### src/rtl/iee_pkg.sv
`default_nettype none
package iee_pkg;
  localparam int STACK_DEPTH_DEF = 32;

  typedef enum logic [2:0] {
    OP_NONE = 3'd0,
    OP_ADD  = 3'd1,
    OP_SUB  = 3'd2,
    OP_MUL  = 3'd3,
    OP_DIV  = 3'd4,
    OP_LPAR = 3'd5
  } op_t;

  typedef enum logic [2:0] {
    K_DIGIT = 3'd0,
    K_OPER  = 3'd1,
    K_LPAR  = 3'd2,
    K_RPAR  = 3'd3,
    K_BAD   = 3'd4,
    K_FINAL = 3'd5
  } kind_t;

  typedef enum logic [1:0] {
    ST_OK        = 2'd0,
    ST_DIVZERO   = 2'd1,
    ST_DEEP      = 2'd2,
    ST_MALFORMED = 2'd3
  } status_t;

  typedef enum logic [3:0] {
    S_IDLE, S_FLUSH, S_DECIDE, S_RD_OP, S_RD_A, S_RD_B, S_EXEC,
    S_DIV, S_PUSH, S_PUSHOP, S_FIN, S_FIN_RD, S_OUT
  } state_t;

  // classified symbol handed from front to back
  typedef struct packed {
    kind_t      kind;
    op_t        op;
    logic [3:0] digit;
  } tok_t;

  localparam logic [7:0] CH_0 = 8'h30;
  localparam logic [7:0] CH_9 = 8'h39;
  localparam logic [7:0] CH_LP = 8'h28;
  localparam logic [7:0] CH_RP = 8'h29;
  localparam logic [7:0] CH_MUL = 8'h2a;
  localparam logic [7:0] CH_ADD = 8'h2b;
  localparam logic [7:0] CH_SUB = 8'h2d;
  localparam logic [7:0] CH_DIV = 8'h2f;

  function automatic logic prec_hi(op_t o);
    return (o == OP_MUL) || (o == OP_DIV);
  endfunction
endpackage
`default_nettype wire

### src/rtl/iee_front.sv
`default_nettype none
module iee_front import iee_pkg::*; (
  input  wire logic       clk,
  input  wire logic       rst,
  input  wire logic       in_valid,
  output logic            in_ready,
  input  wire logic [7:0] symbol,
  input  wire logic       final_req,
  output logic            q_valid,
  input  wire logic       q_ready,
  output tok_t            q_tok
);
  // two-entry queue
  tok_t       buf_q [2];
  logic       wp, rp;
  logic [1:0] cnt;
  tok_t       t;

  always_comb begin
    t.digit = symbol[3:0];
    t.op = OP_NONE;
    t.kind = K_BAD;
    if (final_req) t.kind = K_FINAL;
    else if (symbol >= CH_0 && symbol <= CH_9) t.kind = K_DIGIT;
    else begin
      case (symbol)
        CH_ADD: begin t.kind = K_OPER; t.op = OP_ADD; end
        CH_SUB: begin t.kind = K_OPER; t.op = OP_SUB; end
        CH_MUL: begin t.kind = K_OPER; t.op = OP_MUL; end
        CH_DIV: begin t.kind = K_OPER; t.op = OP_DIV; end
        CH_LP: t.kind = K_LPAR;
        CH_RP: t.kind = K_RPAR;
        default: t.kind = K_BAD;
      endcase
    end
  end

  assign in_ready = (cnt != 2'd2);
  assign q_valid = (cnt != 2'd0);
  assign q_tok = buf_q[rp];

  always_ff @(posedge clk) begin
    if (in_valid && in_ready) buf_q[wp] <= t;
    if (rst) begin
      wp <= 1'b0; rp <= 1'b0; cnt <= 2'd0;
    end else begin
      if (in_valid && in_ready) wp <= ~wp;
      if (q_valid && q_ready) rp <= ~rp;
      cnt <= cnt + 2'(in_valid && in_ready) - 2'(q_valid && q_ready);
    end
  end
endmodule
`default_nettype wire

### src/rtl/iee_div.sv
`default_nettype none
module iee_div (
  input  wire logic        clk,
  input  wire logic        rst,
  input  wire logic        start,
  input  wire logic [31:0] a,
  input  wire logic [31:0] b,
  output logic             done,
  output logic [31:0]      q
);
  // restoring divider on magnitudes, one quotient bit a cycle
  logic [31:0] rem, quo, dvs;
  logic [5:0]  n;
  logic        neg, busy;
  logic [32:0] trial;

  assign trial = {rem[31:0], quo[31]} - {1'b0, dvs};
  assign q = neg ? 32'd0 - quo : quo;

  always_ff @(posedge clk) begin
    done <= 1'b0;
    if (rst) begin
      busy <= 1'b0;
    end else if (start) begin
      busy <= 1'b1;
      n <= 6'd0;
      neg <= a[31] ^ b[31];
      quo <= a[31] ? 32'd0 - a : a;
      dvs <= b[31] ? 32'd0 - b : b;
      rem <= 32'd0;
    end else if (busy) begin
      if (!trial[32]) rem <= trial[31:0];
      else rem <= {rem[30:0], quo[31]};
      quo <= {quo[30:0], ~trial[32]};
      n <= n + 6'd1;
      if (n == 6'd31) begin
        busy <= 1'b0;
        done <= 1'b1;
      end
    end
  end
endmodule
`default_nettype wire

### src/rtl/iee_back.sv
`default_nettype none
module iee_back import iee_pkg::*; #(
  parameter int STACK_DEPTH = STACK_DEPTH_DEF
) (
  input  wire logic   clk,
  input  wire logic   rst,
  input  wire logic   q_valid,
  output logic        q_ready,
  input  wire tok_t   q_tok,
  output logic        out_valid,
  input  wire logic   out_ready,
  output logic [31:0] value,
  output logic [1:0]  status
);
  localparam int AW = $clog2(STACK_DEPTH);
  localparam int TW = $clog2(STACK_DEPTH + 1);
  localparam logic [TW-1:0] FULL = TW'(STACK_DEPTH);

  logic [31:0] opnd_mem [STACK_DEPTH];
  logic [2:0]  optr_mem [STACK_DEPTH];

  state_t      state, state_next;
  tok_t        tok;
  logic [TW-1:0] otop, ptop;
  logic [31:0] acc, rb, res, rd_d;
  logic [2:0]  rd_op;
  op_t         cur_op;
  logic        nact, expo;
  logic [1:0]  err;
  logic        div_start, div_done;
  logic [31:0] div_q;

  // left operand is the registered read of the new top during S_EXEC
  iee_div u_div (.clk, .rst, .start(div_start), .a(rd_d), .b(rb),
                 .done(div_done), .q(div_q));

  assign q_ready = (state == S_IDLE) && !out_valid;

  // whether the current token wants another reduction on the stacked top
  logic reduce_more;
  always_comb begin
    reduce_more = 1'b0;
    if (ptop != '0 && op_t'(rd_op) != OP_LPAR) begin
      case (tok.kind)
        K_OPER:  reduce_more = prec_hi(op_t'(rd_op)) || !prec_hi(tok.op);
        K_RPAR,
        K_FINAL: reduce_more = 1'b1;
        default: reduce_more = 1'b0;
      endcase
    end
  end

  always_comb begin
    state_next = state;
    div_start = 1'b0;
    case (state)
      S_IDLE:  if (q_valid && !out_valid) state_next = S_FLUSH;
      S_FLUSH: begin
        if (tok.kind == K_FINAL) state_next = S_RD_OP;
        else if (err != ST_OK || tok.kind == K_DIGIT) state_next = S_IDLE;
        else state_next = S_RD_OP;
      end
      S_RD_OP: state_next = S_DECIDE;
      S_DECIDE: begin
        if (err != ST_OK) state_next = (tok.kind == K_FINAL) ? S_FIN_RD : S_IDLE;
        else if (reduce_more) state_next = S_RD_A;
        else if (tok.kind == K_FINAL) state_next = S_FIN_RD;
        else if (tok.kind == K_RPAR) state_next = S_IDLE;
        else state_next = S_PUSHOP;
      end
      S_RD_A:  state_next = (otop < TW'(2)) ? S_RD_OP : S_RD_B;
      S_RD_B:  state_next = S_EXEC;
      S_EXEC: begin
        if (cur_op == OP_DIV && rb != 32'd0) begin
          div_start = 1'b1;
          state_next = S_DIV;
        end else state_next = S_PUSH;
      end
      S_DIV:    if (div_done) state_next = S_PUSH;
      S_PUSH:   state_next = S_RD_OP;
      S_PUSHOP: state_next = S_IDLE;
      S_FIN_RD: state_next = S_FIN;
      S_FIN:    state_next = S_OUT;
      S_OUT:    state_next = S_IDLE;
      default:  state_next = S_IDLE;
    endcase
  end

  always_ff @(posedge clk) begin
    rd_op <= optr_mem[AW'(ptop - TW'(1))];
    rd_d  <= opnd_mem[AW'(otop - TW'(1))];
    case (state)
      S_RD_A: begin
        rb <= rd_d;
        cur_op <= op_t'(rd_op);
      end
      default: ;
    endcase
    if (state == S_EXEC) begin
      case (cur_op)
        OP_ADD:  res <= rd_d + rb;
        OP_SUB:  res <= rd_d - rb;
        OP_MUL:  res <= rd_d * rb;
        default: res <= 32'd0;
      endcase
    end
    if (state == S_DIV && div_done) res <= div_q;
    if (state == S_FLUSH && nact && err == ST_OK && tok.kind != K_DIGIT && otop != FULL)
      opnd_mem[AW'(otop)] <= acc;
    if (state == S_PUSH && otop != FULL) opnd_mem[AW'(otop)] <= res;
    if (state == S_PUSHOP && ptop != FULL)
      optr_mem[AW'(ptop)] <= (tok.kind == K_LPAR) ? OP_LPAR : tok.op;
    if (state == S_FIN) value <= (err == ST_OK && otop == TW'(1)) ? rd_d : 32'd0;
    if (state == S_IDLE && q_valid && !out_valid) tok <= q_tok;
    if (state == S_RD_A && otop >= TW'(2)) otop <= otop - TW'(1);
    if (state == S_RD_B) otop <= otop - TW'(1);

    if (rst) begin
      state <= S_IDLE;
      otop <= '0; ptop <= '0; acc <= 32'd0; nact <= 1'b0; expo <= 1'b1;
      err <= ST_OK; out_valid <= 1'b0; status <= ST_OK;
    end else begin
      state <= state_next;
      if (out_valid && out_ready) out_valid <= 1'b0;
      case (state)
        S_FLUSH: begin
          if (tok.kind == K_DIGIT) begin
            if (err == ST_OK) begin
              if (nact) acc <= (acc << 3) + (acc << 1) + 32'(tok.digit);
              else if (expo) begin
                nact <= 1'b1; acc <= 32'(tok.digit); expo <= 1'b0;
              end else err <= ST_MALFORMED;
            end
          end else if (err == ST_OK) begin
            if (nact) begin
              nact <= 1'b0; acc <= 32'd0;
              if (otop == FULL) err <= ST_DEEP;
              else otop <= otop + TW'(1);
            end
            case (tok.kind)
              K_OPER, K_RPAR: if (expo) err <= ST_MALFORMED;
              K_LPAR: if (!expo) err <= ST_MALFORMED;
              K_FINAL: if (expo) err <= ST_MALFORMED;
              default: err <= ST_MALFORMED;
            endcase
          end
        end
        S_DECIDE: if (err == ST_OK && !reduce_more) begin
          if (tok.kind == K_RPAR) begin
            if (ptop == '0) err <= ST_MALFORMED;
            else ptop <= ptop - TW'(1);
          end else if (tok.kind == K_FINAL && ptop != '0) err <= ST_MALFORMED;
        end
        S_RD_A: begin
          ptop <= ptop - TW'(1);
          if (otop < TW'(2)) err <= ST_MALFORMED;
        end
        S_EXEC: begin
          if (cur_op == OP_DIV && rb == 32'd0) begin
            err <= ST_DIVZERO;
            res <= 32'd0;
          end
        end
        S_PUSH: begin
          if (otop == FULL) begin
            if (err == ST_OK) err <= ST_DEEP;
          end else otop <= otop + TW'(1);
        end
        S_PUSHOP: begin
          if (ptop == FULL) err <= ST_DEEP;
          else ptop <= ptop + TW'(1);
          if (tok.kind == K_OPER) expo <= 1'b1;
        end
        S_OUT: begin
          out_valid <= 1'b1;
          status <= (err == ST_OK && otop != TW'(1)) ? ST_MALFORMED : err;
          otop <= '0; ptop <= '0; acc <= 32'd0; nact <= 1'b0; expo <= 1'b1;
          err <= ST_OK;
        end
        default: ;
      endcase
    end
  end

  assert property (@(posedge clk) disable iff (rst) otop <= FULL)
    else $error("operand top beyond depth");
  assert property (@(posedge clk) disable iff (rst) ptop <= FULL)
    else $error("operator top beyond depth");
  assert property (@(posedge clk) disable iff (rst) q_ready |-> state == S_IDLE)
    else $error("token taken while busy");
  assert property (@(posedge clk) disable iff (rst)
    (out_valid && status != ST_OK) |-> value == 32'd0)
    else $error("value not cleared on error");
endmodule
`default_nettype wire

### src/rtl/infix_integer_expression_evaluator.sv
// Flow: each symbol passes through the back end in turn; every reduction adds
// states of its own, and each division also waits on the bit-serial divider;
// the final symbol runs its reductions before the result is offered.
// Throughput: one symbol at a time through the back end; a 2-entry queue
// lets the front take symbols while the back end reduces.
// Reset: synchronous, active high; clears stack tops, flags and queue.
`default_nettype none
module infix_integer_expression_evaluator import iee_pkg::*; #(
  parameter int STACK_DEPTH = STACK_DEPTH_DEF
) (
  input  wire logic        clk,
  input  wire logic        rst,
  input  wire logic        s_axis_tvalid,
  output logic             s_axis_tready,
  input  wire logic [7:0]  s_axis_tdata,  // symbol[7:0]
  input  wire logic        s_axis_tuser,  // final_req
  output logic             m_axis_tvalid,
  input  wire logic        m_axis_tready,
  output logic [39:0]      m_axis_tdata   // value[31:0], status[33:32], zero pad
);
  logic q_valid, q_ready;
  tok_t q_tok;
  logic [31:0] value;
  logic [1:0]  status;

  iee_front u_front (.clk, .rst, .in_valid(s_axis_tvalid), .in_ready(s_axis_tready),
    .symbol(s_axis_tdata), .final_req(s_axis_tuser), .q_valid, .q_ready, .q_tok);

  iee_back #(.STACK_DEPTH(STACK_DEPTH)) u_back (.clk, .rst, .q_valid, .q_ready,
    .q_tok, .out_valid(m_axis_tvalid), .out_ready(m_axis_tready), .value, .status);

  assign m_axis_tdata = {6'd0, status, value};
endmodule
`default_nettype wire

### config.mk
export PLATFORM = sky130hd
export DESIGN_NAME = infix_integer_expression_evaluator
export DESIGN_NICKNAME = d
export VERILOG_FILES = /design/src/rtl/iee_pkg.sv /design/src/rtl/iee_front.sv /design/src/rtl/iee_div.sv /design/src/rtl/iee_back.sv /design/src/rtl/infix_integer_expression_evaluator.sv
export SDC_FILE = /design/constraint.sdc
export NUM_CORES = 2
export LEC_CHECK = 0
export ABC_AREA = 1
export BUFFER_PORTS_ARGS = -buffer_cell sky130_fd_sc_hd__clkbuf_2
export CORE_AREA = 2 2 431 433
export CTS_CLUSTER_DIAMETER = 150
export CTS_CLUSTER_SIZE = 20
export DETAILED_ROUTE_END_ITERATION = 10
export DIE_AREA = 0 0 433 435
export SYNTH_ARGS = -nofsm -noshare
export SYNTH_HDL_FRONTEND = slang
export SYNTH_SLANG_ARGS = --single-unit
export TNS_END_PERCENT = 20
### constraint.sdc
create_clock -name clk -period 13 [get_ports clk]
set_input_delay 3.25 -clock clk [delete_from_list [all_inputs] [get_ports clk]]
set_output_delay 3.25 -clock clk [all_outputs]
set_load 0.005 [all_outputs]
==> reports/summary.txt <==
crit path kind -> reg -> reg
Synth Cell Area -> 0.0821 mm^2
R2R Path End -> u_back.res[30]
status -> complete, no violations
final antenna-violating net count -> 0
yosys warns -> 0
share of layout cells above drive strength 1 -> 0.0573
via/cell ratio -> 5.70
Async S/R FF share, synth -> 0
sequential area share after synthesis -> 0.514
die area -> 0.188 mm^2
Synth top area share -> 0.483
Worst slew margin -> 0.111
top_reg_cell synth -> edfxtp_1
Mapped Cells -> 8214
WP data required -> 13.59 ns
Die Ht -> 435 um
Yosys reg bits -> 1448
Final min period -> 7.65 ns
Post-Route WL -> 248 mm
hold_buf cts -> 0
post-synth top area cell -> edfxtp_1
First-pass DRT Iterations -> 7
CTS tree -> done
Iteration-0 DRC Markers -> 6358
final setup fails -> 0
num rows -> 158
critical path fanouts, max -> 18
All-Layer GR Usage -> 0.261
top-count cell post-synth -> edfxtp_1
Initial Util -> 0.446
diodes inserted -> 0
final worst path period share -> 0.589
final net count -> 8717
post-CTS setup buffer count -> 0
Worst Hold End -> u_back.cur_op[2]
first-pass GRT wire length -> 371 mm
# DRC -> 0
drt wl/cell -> 23.5 um
die extent in x -> 433 um
Avg Cell Area, Syn -> 9.99 um^2
clock-pin slew on the worst setup and hold paths -> 0.10 ns
setup TNS -> 0 ns
clk_skew -> 0.0557 ns
hold path depth -> 0
Area growth syn-to-layout -> 6.65%
FF-to-FF setup slack -> 5.35 ns
CP Capture Type -> register
maximum root-to-sink buffer count -> 3
synth cell count leaders -> edfxtp_1, nand2_1, inv_1, nor2_1, o21ai_0
RR Startpoint -> u_back.rb[20]
worst min path class -> reg -> reg
Hold Crit Start -> u_back.rd_op[2]
vias in the first global route -> 58223
I/O pins -> 55
Highest Clock Rate -> 0.131 GHz
Startpoint Class -> register
PostCTS Resize Cnt -> 0
gp weighted congestion -> 0.978
Yosys cell types -> 72
final hold vios -> 0
Worst-Margin Slew -> 1.33 ns
post-DP HPWL -> 157 mm
clock sinks -> 1448
worst skew pair latency -> 0.75 ns
Max Cap Violations -> 0
Num CTS Buffers -> 84
initial antenna violation count -> 10
top post-synthesis cells by area -> edfxtp_1, fa_1, nand2_1, o21ai_0, inv_1
total gr overflow -> 0
largest net degree at the start of global routing -> 183
fin. max-slew vios -> 0
Post-synth EDFFs -> 1320
worst path arrival time -> 8.24 ns
detailed-route via count -> 60184
core area -> 0.184 mm^2
CTS root buffer -> clkbuf_16
H-tree Lvls -> 3
port buffer count -> 48
worst-case reg-to-reg path depth -> 26
RSZ-0062 raised after global routing -> false
==> per-layer routing <==
layer / GRT usage / wire length, um / up-vias
met5: 0 / 0 / -
met4: 0.0810 / 8370 / 0
met3: 0.0306 / 18000 / 426
met2: 0.426 / 117000 / 2373
met1: 0.364 / 105000 / 30001
li1: - / - / 27384
==> cell usage in the layout (no fill, tap or decap), types with 11 or more instances in the layout <==
| cell type | count |
|---|---|
| nor4_1 | 17 |
| ha_1 | 259 |
| o22ai_1 | 75 |
| clkbuf_16 | 85 |
| a21oi_1 | 271 |
| o21ai_0 | 863 |
| edfxtp_1 | 1320 |
| clkbuf_2 | 48 |
| fa_1 | 412 |
| nand4_1 | 35 |
| or2_2 | 20 |
| nor3_1 | 49 |
| nor2_2 | 11 |
| inv_1 | 1078 |
| dfxtp_1 | 123 |
| a31oi_1 | 51 |
| clkbuf_1 | 40 |
| a32oi_1 | 32 |
| a21boi_0 | 15 |
| mux2_2 | 22 |
| o221ai_1 | 202 |
| nand2_2 | 13 |
| o211ai_1 | 34 |
| nor2_4 | 43 |
| o21ai_1 | 38 |
| xor2_1 | 86 |
| buf_4 | 133 |
| nand3_1 | 248 |
| nand2_1 | 1195 |
| inv_2 | 24 |
| nand3b_1 | 16 |
| nor2_1 | 1002 |
| o21bai_1 | 15 |
| o32ai_1 | 14 |
| xnor2_1 | 25 |
| a21o_1 | 26 |
==> logic make-up after synthesis <==
kind of cell               share of synthesized area
AOI/OAI and AO/OA                              0.122
other                                      0.0000457
muxes                                        0.00424
adders and majority gates                      0.140
and+or+nand+nor                                0.134
buffers and inverters                         0.0730
xor gates and xnor gates                      0.0122
DFF                                            0.514
==> per-stage QoR <==
stage / cell area, um^2 / worst slack [ns] / util / std cells / hold WS, ns
after floorplan: 82100 / 4.02 / - / 8219 / 0.406
after global placement: 85000 / 5.45 / 0.462 / 10426 / 0.426
after detailed placement: 85000 / 5.41 / 0.462 / 10426 / 0.416
after CTS: 87500 / 5.39 / 0.476 / 10561 / 0.445
after global routing: 87500 / 5.01 / 0.476 / 10561 / 0.471
final: 87500 / 5.35 / 0.476 / 10561 / 0.444
==> final cells by class <==
cell class                 instances  area [um^2]
clock buffer                     126         2280
clock inverter                     9          196
fill                           16997        96500
inverter                        1109         4180
multi-input combinational       5206        34300
sequential                      1448        42200
tap                             2480         3100
timing repair buffer             183         1280
==> worst max-delay path, stage by stage, from the launching register on <==
cell and delay, ns:
edfxtp_1 1.13, nand2_1 0.20, fa_1 0.57, inv_1 0.05, fa_1 0.49, inv_1 0.06
fa_1 0.51, inv_1 0.06, fa_1 0.53, inv_1 0.05, fa_1 0.45, fa_1 0.49
inv_1 0.05, fa_1 0.51, fa_1 0.42, ha_1 0.41, inv_1 0.11, nor3_1 0.31
nand2_1 0.12, nor4_1 0.19, nand2_1 0.09, o2111ai_1 0.17, a21oi_1 0.12, o21ai_0 0.14
nand3_1 0.10, o211ai_1 0.10, nand2_1 0.07
==> worst max-delay path by stage <==
stage	slack, ns	from	cells after the start	to
after floorplan	4.02	rst	2	u_back.u_div.n[0]
after CTS	5.39	u_back.rb[3]	27	u_back.res[30]
after global placement	5.45	u_back.rb[3]	27	u_back.res[26]
final	5.35	u_back.rb[20]	26	u_back.res[30]
after global routing	5.01	u_back.rb[3]	27	u_back.res[30]
after detailed placement	5.41	u_back.rb[3]	27	u_back.res[30]
==> flip-flops by register name, summed over array words and instances, names as in the netlist, 2 cells and up <==
signal and count:
u_back.u_div.rem 32, u_back.cur_op 3, u_front.cnt 2, u_back.status 2, u_back.value 32, u_back.optr_mem 96, u_back.tok 10, u_back.u_div.dvs 32
u_back.u_div.quo 32, u_back.err 2, u_back.ptop 6, u_back.rd_d 32, u_back.state 4, u_back.otop 6, u_front.buf_q 20, u_back.rb 32
u_back.rd_op 3, u_back.opnd_mem 1024, u_back.res 32, u_back.u_div.n 6, u_back.acc 32
Power is not shown: default switching activity piles up to over one toggle a cycle in this logic, so the estimate is an artifact.
